## src/sv/i2a_pkg.sv

```systemverilog
// ----------------------------------------------------------------------------
// i2a_pkg: shared types and constants for the ascii digit converter
// Formats, converter states, the queued job record and the digit to
// ascii mapping.
// ----------------------------------------------------------------------------
`default_nettype none

package i2a_pkg;

   // operand width actually used and digit buffer depth
   localparam int VALUE_WIDTH = 64;
   localparam int MAX_DIGITS  = 20;

   // fixed port widths
   localparam int REQ_DATA_W  = 64;
   localparam int REQ_USER_W  = 2;
   localparam int CHAR_W      = 8;

   // derived widths
   localparam int CNT_W       = $clog2(MAX_DIGITS + 1);
   localparam int BIT_W       = $clog2(VALUE_WIDTH + 1);
   localparam int RSP_DATA_W  = 8 * ((CHAR_W + CNT_W + 7) / 8);
   localparam int HEX_W       = 4 * ((VALUE_WIDTH + 3) / 4);
   localparam int NIBBLES     = HEX_W / 4;
   localparam int HEX32_W     = 32;

   // ascii offsets: '0', 'A' - 10, 'a' - 10
   localparam logic [CHAR_W-1:0] ASCII_ZERO       = 8'd48;
   localparam logic [CHAR_W-1:0] ASCII_UPPER_BASE = 8'd55;
   localparam logic [CHAR_W-1:0] ASCII_LOWER_BASE = 8'd87;

   typedef logic [3:0] digit_type;

   typedef enum logic [1:0] {
      FMT_DEC      = 2'd0,
      FMT_HEX32_LO = 2'd1,
      FMT_HEX32_UP = 2'd2,
      FMT_HEX64_LO = 2'd3
   } fmt_type;

   typedef enum logic [1:0] {
      ST_IDLE,
      ST_DABBLE,
      ST_SCAN,
      ST_EMIT
   } conv_state_type;

   // one classified conversion job
   typedef struct packed {
      logic [VALUE_WIDTH-1:0] value;
      fmt_type                fmt;
   } job_type;

   // digit value to ascii character
   function automatic logic [CHAR_W-1:0] digit_ascii(input digit_type d, input logic upper);
      logic [CHAR_W-1:0] d_ext;
      d_ext = {{(CHAR_W-4){1'b0}}, d};
      if (d < 4'd10) begin
         return ASCII_ZERO + d_ext;
      end else if (upper) begin
         return ASCII_UPPER_BASE + d_ext;
      end else begin
         return ASCII_LOWER_BASE + d_ext;
      end
   endfunction

endpackage

`default_nettype wire

```

## src/sv/i2a_front.sv

```systemverilog
// ----------------------------------------------------------------------------
// i2a_front: input side of the ascii digit converter
// Accepts request transfers, masks the operand for its format and holds
// the jobs in a two-entry queue for the converter.
// ----------------------------------------------------------------------------
`default_nettype none

module i2a_front (
   input  wire logic                              clock,
   input  wire logic                              reset,
   input  wire logic                              req_tvalid,
   output logic                                   req_tready,
   input  wire logic [i2a_pkg::REQ_DATA_W-1:0]    req_tdata,  // [63:0] value
   input  wire logic [i2a_pkg::REQ_USER_W-1:0]    req_tuser,  // [1:0] opcode
   output logic                                   job_valid,
   input  wire logic                              job_ready,
   output i2a_pkg::job_type                       job
);

   localparam int VW = i2a_pkg::VALUE_WIDTH;
   localparam logic [VW-1:0] HEX32_MASK = VW'({i2a_pkg::HEX32_W{1'b1}});

   i2a_pkg::job_type job_ff [2];
   logic             wr_ptr_ff, wr_ptr_in;
   logic             rd_ptr_ff, rd_ptr_in;
   logic [1:0]       fill_ff, fill_in;
   i2a_pkg::job_type job_new;
   logic             push;
   logic             pop;

   // classify: keep the used width, low 32 bits for the 32-bit hex formats
   always_comb begin
      job_new.fmt   = i2a_pkg::fmt_type'(req_tuser);
      job_new.value = req_tdata[VW-1:0];
      if (job_new.fmt == i2a_pkg::FMT_HEX32_LO || job_new.fmt == i2a_pkg::FMT_HEX32_UP) begin
         job_new.value = req_tdata[VW-1:0] & HEX32_MASK;
      end
   end

   // queue control
   assign req_tready = (fill_ff != 2'd2);
   assign job_valid  = (fill_ff != 2'd0);
   assign job        = job_ff[rd_ptr_ff];
   assign push       = req_tvalid && req_tready;
   assign pop        = job_valid && job_ready;

   always_comb begin
      wr_ptr_in = push ? ~wr_ptr_ff : wr_ptr_ff;
      rd_ptr_in = pop ? ~rd_ptr_ff : rd_ptr_ff;
      fill_in   = fill_ff;
      if (push && !pop) begin
         fill_in = fill_ff + 2'd1;
      end else if (pop && !push) begin
         fill_in = fill_ff - 2'd1;
      end
   end

   always_ff @(posedge clock) begin
      if (reset) begin
         wr_ptr_ff <= 1'b0;
         rd_ptr_ff <= 1'b0;
         fill_ff   <= 2'd0;
      end else begin
         wr_ptr_ff <= wr_ptr_in;
         rd_ptr_ff <= rd_ptr_in;
         fill_ff   <= fill_in;
      end
   end

   // queue storage
   always_ff @(posedge clock) begin
      if (push) begin
         job_ff[wr_ptr_ff] <= job_new;
      end
   end

endmodule

`default_nettype wire

```

## src/sv/i2a_back.sv

```systemverilog
// ----------------------------------------------------------------------------
// i2a_back: digit engine of the ascii digit converter
// Builds the digits by bit-serial double dabble (decimal) or a nibble
// load (hex), skips leading zeros and sends one character per transfer.
// ----------------------------------------------------------------------------
`default_nettype none

module i2a_back (
   input  wire logic                              clock,
   input  wire logic                              reset,
   input  wire logic                              job_valid,
   output logic                                   job_ready,
   input  wire i2a_pkg::job_type                  job,
   output logic                                   rsp_tvalid,
   input  wire logic                              rsp_tready,
   output logic [i2a_pkg::RSP_DATA_W-1:0]         rsp_tdata,  // [7:0] digit_char,
                                                              // [12:8] digit_count
   output logic                                   rsp_tlast   // last_digit
);

   localparam int VW  = i2a_pkg::VALUE_WIDTH;
   localparam int MD  = i2a_pkg::MAX_DIGITS;
   localparam int CW  = i2a_pkg::CNT_W;
   localparam int BW  = i2a_pkg::BIT_W;

   i2a_pkg::conv_state_type state_ff, state_in;
   logic [VW-1:0]           shift_ff, shift_in;
   i2a_pkg::digit_type      digits_ff [MD];
   i2a_pkg::digit_type      digits_in [MD];
   logic [BW-1:0]           bits_ff, bits_in;
   logic [CW-1:0]           remain_ff, remain_in;
   logic [CW-1:0]           count_ff, count_in;
   logic                    ovf_ff, ovf_in;
   logic                    upper_ff, upper_in;
   logic                    rsp_valid_ff, rsp_valid_in;
   logic [i2a_pkg::CHAR_W-1:0] char_ff, char_in;
   logic                    last_ff, last_in;
   logic [CW-1:0]           cnt_out_ff, cnt_out_in;

   i2a_pkg::digit_type      adj [MD];
   i2a_pkg::digit_type      dab [MD];
   i2a_pkg::digit_type      up [MD];
   i2a_pkg::digit_type      hex [MD];
   logic                    dab_carry;
   logic                    hex_ovf;
   logic [i2a_pkg::HEX_W-1:0] hex_src;
   logic                    out_free;
   logic                    is_last;

   // one double dabble step: add 3 to digits of 5 or more, shift in the next bit
   always_comb begin
      for (int i = 0; i < MD; i++) begin
         adj[i] = (digits_ff[i] >= 4'd5) ? digits_ff[i] + 4'd3 : digits_ff[i];
      end
      dab[0] = {adj[0][2:0], shift_ff[VW-1]};
      for (int i = 1; i < MD; i++) begin
         dab[i] = {adj[i][2:0], adj[i-1][3]};
      end
      dab_carry = adj[MD-1][3];
   end

   // digit shift toward the top, used for zero skipping and emission
   always_comb begin
      up[0] = 4'd0;
      for (int i = 1; i < MD; i++) begin
         up[i] = digits_ff[i-1];
      end
   end

   // hex digits straight from the nibbles; nibbles above the buffer only flag overflow
   always_comb begin
      hex_src = i2a_pkg::HEX_W'(job.value);
      hex_ovf = 1'b0;
      for (int i = 0; i < MD; i++) begin
         hex[i] = 4'd0;
      end
      for (int i = 0; i < MD && i < i2a_pkg::NIBBLES; i++) begin
         hex[i] = hex_src[4*i +: 4];
      end
      for (int i = MD; i < i2a_pkg::NIBBLES; i++) begin
         hex_ovf = hex_ovf | (hex_src[4*i +: 4] != 4'd0);
      end
   end

   assign out_free = !rsp_valid_ff || rsp_tready;
   assign is_last  = (remain_ff == CW'(1));

   // sequencer: next state and datapath control
   always_comb begin
      state_in     = state_ff;
      shift_in     = shift_ff;
      digits_in    = digits_ff;
      bits_in      = bits_ff;
      remain_in    = remain_ff;
      count_in     = count_ff;
      ovf_in       = ovf_ff;
      upper_in     = upper_ff;
      char_in      = char_ff;
      last_in      = last_ff;
      cnt_out_in   = cnt_out_ff;
      rsp_valid_in = rsp_valid_ff && !rsp_tready;
      job_ready    = 1'b0;

      unique case (state_ff)
         i2a_pkg::ST_IDLE: begin
            job_ready = 1'b1;
            if (job_valid) begin
               upper_in  = (job.fmt == i2a_pkg::FMT_HEX32_UP);
               remain_in = CW'(MD);
               if (job.fmt == i2a_pkg::FMT_DEC) begin
                  for (int i = 0; i < MD; i++) begin
                     digits_in[i] = 4'd0;
                  end
                  shift_in = job.value;
                  bits_in  = BW'(VW);
                  ovf_in   = 1'b0;
                  state_in = i2a_pkg::ST_DABBLE;
               end else begin
                  digits_in = hex;
                  ovf_in    = hex_ovf;
                  state_in  = i2a_pkg::ST_SCAN;
               end
            end
         end
         i2a_pkg::ST_DABBLE: begin
            digits_in = dab;
            shift_in  = shift_ff << 1;
            ovf_in    = ovf_ff | dab_carry;
            bits_in   = bits_ff - BW'(1);
            if (bits_ff == BW'(1)) begin
               state_in = i2a_pkg::ST_SCAN;
            end
         end
         i2a_pkg::ST_SCAN: begin
            // drop leading zeros, always keep the last digit
            if (!ovf_ff && digits_ff[MD-1] == 4'd0 && !is_last) begin
               digits_in = up;
               remain_in = remain_ff - CW'(1);
            end else begin
               count_in = remain_ff;
               state_in = i2a_pkg::ST_EMIT;
            end
         end
         i2a_pkg::ST_EMIT: begin
            if (out_free) begin
               rsp_valid_in = 1'b1;
               char_in      = i2a_pkg::digit_ascii(digits_ff[MD-1], upper_ff);
               last_in      = is_last;
               cnt_out_in   = is_last ? count_ff : CW'(0);
               digits_in    = up;
               remain_in    = remain_ff - CW'(1);
               if (is_last) begin
                  state_in = i2a_pkg::ST_IDLE;
               end
            end
         end
         default: begin
            state_in = i2a_pkg::ST_IDLE;
         end
      endcase
   end

   // control registers
   always_ff @(posedge clock) begin
      if (reset) begin
         state_ff     <= i2a_pkg::ST_IDLE;
         rsp_valid_ff <= 1'b0;
      end else begin
         state_ff     <= state_in;
         rsp_valid_ff <= rsp_valid_in;
      end
   end

   // datapath registers
   always_ff @(posedge clock) begin
      shift_ff   <= shift_in;
      digits_ff  <= digits_in;
      bits_ff    <= bits_in;
      remain_ff  <= remain_in;
      count_ff   <= count_in;
      ovf_ff     <= ovf_in;
      upper_ff   <= upper_in;
      char_ff    <= char_in;
      last_ff    <= last_in;
      cnt_out_ff <= cnt_out_in;
   end

   // result register
   assign rsp_tvalid = rsp_valid_ff;
   assign rsp_tlast  = last_ff;
   assign rsp_tdata  = i2a_pkg::RSP_DATA_W'({cnt_out_ff, char_ff});

endmodule

`default_nettype wire

```

## src/sv/integer_to_ascii_digits.sv

```systemverilog
// ----------------------------------------------------------------------------
// integer_to_ascii_digits: binary to ascii decimal / hex converter
// Streams out the ascii digits of one value per request, most significant
// first, without leading zeros or prefix.
// ----------------------------------------------------------------------------
// Each request transfer carries a 64-bit value (req_tdata) and a format code
// (req_tuser: 0 decimal, 1 lower-case hex of the low 32 bits, 2 upper-case hex
// of the low 32 bits, 3 lower-case hex of 64 bits). The response stream gives
// one character per transfer; rsp_tlast marks the final digit, which also
// carries the digit count. Requests go through a two-entry queue, so up to
// two may be accepted while the digit engine is busy. The engine handles one
// value at a time: it takes the job, runs one double dabble step per operand
// bit for a decimal value or loads the nibbles directly for a hex value, skips
// the leading zeros, then emits the digits. Response back-pressure adds to the
// emit phase only.
`default_nettype none

module integer_to_ascii_digits (
   input  wire logic                           clock,
   input  wire logic                           reset,
   input  wire logic                           req_tvalid,
   output logic                                req_tready,
   input  wire logic [i2a_pkg::REQ_DATA_W-1:0] req_tdata,   // [63:0] value
   input  wire logic [i2a_pkg::REQ_USER_W-1:0] req_tuser,   // [1:0] opcode
   output logic                                rsp_tvalid,
   input  wire logic                           rsp_tready,
   output logic [i2a_pkg::RSP_DATA_W-1:0]      rsp_tdata,   // [7:0] digit_char,
                                                            // [12:8] digit_count
   output logic                                rsp_tlast    // last_digit
);

   logic             job_valid;
   logic             job_ready;
   i2a_pkg::job_type job;

   // request side and job queue
   i2a_front u_front (
      .clock      (clock),
      .reset      (reset),
      .req_tvalid (req_tvalid),
      .req_tready (req_tready),
      .req_tdata  (req_tdata),
      .req_tuser  (req_tuser),
      .job_valid  (job_valid),
      .job_ready  (job_ready),
      .job        (job)
   );

   // digit engine and response register
   i2a_back u_back (
      .clock      (clock),
      .reset      (reset),
      .job_valid  (job_valid),
      .job_ready  (job_ready),
      .job        (job),
      .rsp_tvalid (rsp_tvalid),
      .rsp_tready (rsp_tready),
      .rsp_tdata  (rsp_tdata),
      .rsp_tlast  (rsp_tlast)
   );

endmodule

`default_nettype wire
```

## config.mk

```make
export PLATFORM = sky130hd
export DESIGN_NAME = integer_to_ascii_digits
export DESIGN_NICKNAME = d
export VERILOG_FILES = /design/src/sv/i2a_pkg.sv /design/src/sv/i2a_front.sv /design/src/sv/i2a_back.sv /design/src/sv/integer_to_ascii_digits.sv
export SDC_FILE = /design/constraint.sdc
export NUM_CORES = 1
export LEC_CHECK = 0
export ABC_AREA = 1
export BUFFER_PORTS_ARGS = -buffer_cell sky130_fd_sc_hd__buf_4
export CORE_MARGIN = 2
export CORE_UTILIZATION = 45
export CTS_CLUSTER_SIZE = 10
export DETAILED_ROUTE_END_ITERATION = 12
export GPL_TIMING_DRIVEN = 0
export PLACE_DENSITY = 0.65
export SETUP_SLACK_MARGIN = 0.3
export SLEW_MARGIN = 20
export SYNTH_ARGS = -nofsm -noshare
export SYNTH_HDL_FRONTEND = slang
export SYNTH_HIERARCHICAL = 1
export SYNTH_SLANG_ARGS = --single-unit
```

## constraint.sdc

```tcl
create_clock -name clock -period 6.2 [get_ports clock]
set_input_delay 1.55 -clock clock [delete_from_list [all_inputs] [get_ports clock]]
set_output_delay 1.55 -clock clock [all_outputs]
set_load 0.02 [all_outputs]
```

==> results.yml <==
sta:
  slew_viol_final: 0
  period_needed_ns: 2.758
  fmaxAchievable_mhz: 362.6
  fin_worst_skew_ns: 0.01265
  relSlewSlack: 0.4146
  rsz0062_at_grt: "false"
  final-hold-violation-count: 0
  finalSetupViolations: 0
  holdWs_ns: 0.4872
  worst_pin_slew_ns: 0.8752
  min_period_over_period: 0.4449
setup_path:
  critPathCaptureType: "output pin"
  cp-start-kind: "flip-flop"
  slowest_delay_ns: 0.31
  path_delay_family: "flip-flops"
  path_class: "reg -> out"
  cp_max_fo: 5
  crit_path_top_delay_cell: "dfxtp_1"
  cp.arrival_ns: 1.21
  worstPathRequired_ns: 4.65
  cp_num_buf_inv: 2
  crit_path_cell_trace: "inv_1 > nand2_1 > buf_4"
logic_synthesis:
  synth_top_cell_by_area: "edfxtp_1"
  synth_cell_type_count: 38
  syn_inst: 1430
  avgSynthCellArea_um2: 11.06
  ys.warnings.count: 6
  synthTopCellsByCount: "nand2_1, edfxtp_1, inv_1"
  netlist_area_mm2: 0.01581
  synth-seq-cells: 316
  synth_edf_count: 308
  synth.area.top_cells: "edfxtp_1, nand2_1, inv_1"
  async_flop_share: 0
  yosysMostFrequentCell: "nand2_1"
  yosysSeqAreaShare: 0.5951
  synth_top_flop_cell: "edfxtp_1"
  netlist.area_leader.share: 0.5850
outcome:
  status: "complete, no violations"
clocking:
  ctsResizeCount: 0
  clkSinkCount: 316
  cts_buffers: 38
  htree_levels: 2
  tritoncts: "done"
  ctsHoldBuffers: 0
  path_clk_slew_ns: 0.05
  root_buffer: "clkbuf_16"
  clk_path_buf_depth: 3
  worstSkewPairLatency_ns: 0.51
  postCtsSetupBuffers: 0
floorplan:
  dieWidth_um: 191.4
  start_util: 0.4577
  dieArea_mm2: 0.03665
  die_y_um: 191.4
  placementRows: 68
  core_area_mm2: 0.03454
  io_pins: 89
placed_design:
  dp_cells: 1980
  gp_congestion: 0.8747
  io_buffer_count: 84
  post-dp-hpwl_mm: 23.89
  dpl_cell_area_mm2: 0.01725
global_route:
  grt_max_degree: 55
  grt_overflow: 0
  gr-usage-all-layers: 0.1911
  grt_pass1_wl_mm: 54.08
  grt_pass1_vias: 10221
  antenna_found_initial: 0
routing:
  drc: 0
  m1WireLength_mm: 15.29
  drt_iter0_drc: 942
  via_count: 10475
  wl_met3_mm: 1.807
  wirelength_mm: 34.81
  via_per_inst: 5.147
  wire_per_inst_um: 17.11
  routed.top_layer: "met4"
  first_pass_iters: 7
  wl_met2_mm: 16.84
  drtAntennaViolNets: 0
pwr:
  power_mw: 9.302
  cellPowerDensity_mw_per_mm2: 508.6
  ir_drop_mv: 0.2876
  p_leak_nw: 7.448
layout:
  drive_gt1_frac: 0.2006
  fin_util: 0.5294
  n_antenna_cell: 0
  finalNetCount: 1686
  design_area_mm2: 0.01829
  finalNonFillerCells: 2035
  syn_to_final_growth_pct: 15.68
hold_path:
  hold_path.class: "reg -> reg"
job:
  cap_violations: 0
## worst paths after layout
| path | from | end | slack [ns] | cells after the start |
|---|---|---|---|---|
| max reg2reg | flip-flop | u_back/shift_ff[27]$_DFFE_PP_ | 3.60 | 7 |
| max | u_front/fill_ff[0]$_SDFFE_PP0P_ | req_tready | 3.44 | 3 |
| min | u_back/remain_ff[1]$_SDFFCE_PP0P_ | u_back/count_ff[1]$_DFFE_PP_ | 0.49 | 0 |
| min reg2reg | u_back/remain_ff[1]$_SDFFCE_PP0P_ | u_back/count_ff[1]$_DFFE_PP_ | 0.49 | 0 |
## sequential cells by signal, summed over array words and instances (netlist names), 5 cells and up, named ones only
signal and flops:
u_back/bits_ff 7, u_back/char_ff 7, u_back/cnt_out_ff 5, u_back/count_ff 5, u_back/digits_ff 80, u_back/remain_ff 5
u_back/shift_ff 64, u_front/job_ff 132
## cell type report
| class | instances | area [µm²] |
|---|---|---|
| sequential | 316 | 9409 |
| multi-input combinational | 864 | 5344 |
| fill | 3011 | 16250 |
| clock inverter | 2 | 13.76 |
| timing repair buffer | 92 | 820.8 |
| buffer | 50 | 336.6 |
| clock buffer | 53 | 1028 |
| tap | 455 | 569.3 |
| inverter | 203 | 767.0 |
## through the flow
stage	worst slack (ns)	setup TNS, ns
global route	3.350	0
detailed placement	3.087	0
floorplan	1.183	0
CTS	3.420	0
finish	3.442	0
global placement	-0.7997	-155.66
## power by group
part / total [mW] / internal, mW / switching, mW
logic: 3.71 / 1.29 / 2.42
registers: 3.66 / 3.34 / 0.321
clock network: 1.93 / 1.14 / 0.792
## kinds of logic (layout without fill, tap and decap cells)
group | Yosys count | count (layout) | synth area share
other | 1 | 4 | 0.0002372
and+or+nand+nor | 514 | 514 | 0.1389
muxes | 66 | 66 | 0.05651
buffers and inverters | 253 | 400 | 0.06964
xor gates and xnor gates | 20 | 20 | 0.01108
AOI/OAI and AO/OA | 209 | 209 | 0.08816
DFF | 316 | 316 | 0.5951
adders and majority gates | 51 | 51 | 0.04036
## layout by cell type, fill, tap and decap left out, types with 7 or more instances in the layout
master and instances:
nand2_1 339, edfxtp_1 308, inv_1 199, nor2_1 109, buf_4 92, o21ai_0 86, ha_1 51, mux2_4 40
clkbuf_16 39, nand3_2 32, buf_2 26, mux2_2 26, a21oi_1 24, o211ai_1 22, nand3_1 20, clkbuf_1 19
xor2_1 19, o22ai_1 17, o211ai_2 17, o21ai_1 13, buf_6 10, o21bai_1 10, dfxtp_1 8, o221ai_2 7
o221ai_1 7
## routing by layer
layer,track usage,vias to the layer above
li1,-,5112
met5,0,-
met3,0.02607,49
met4,0.06243,0
met2,0.3271,282
met1,0.2505,5032
(Power assumes the default switching activity.)
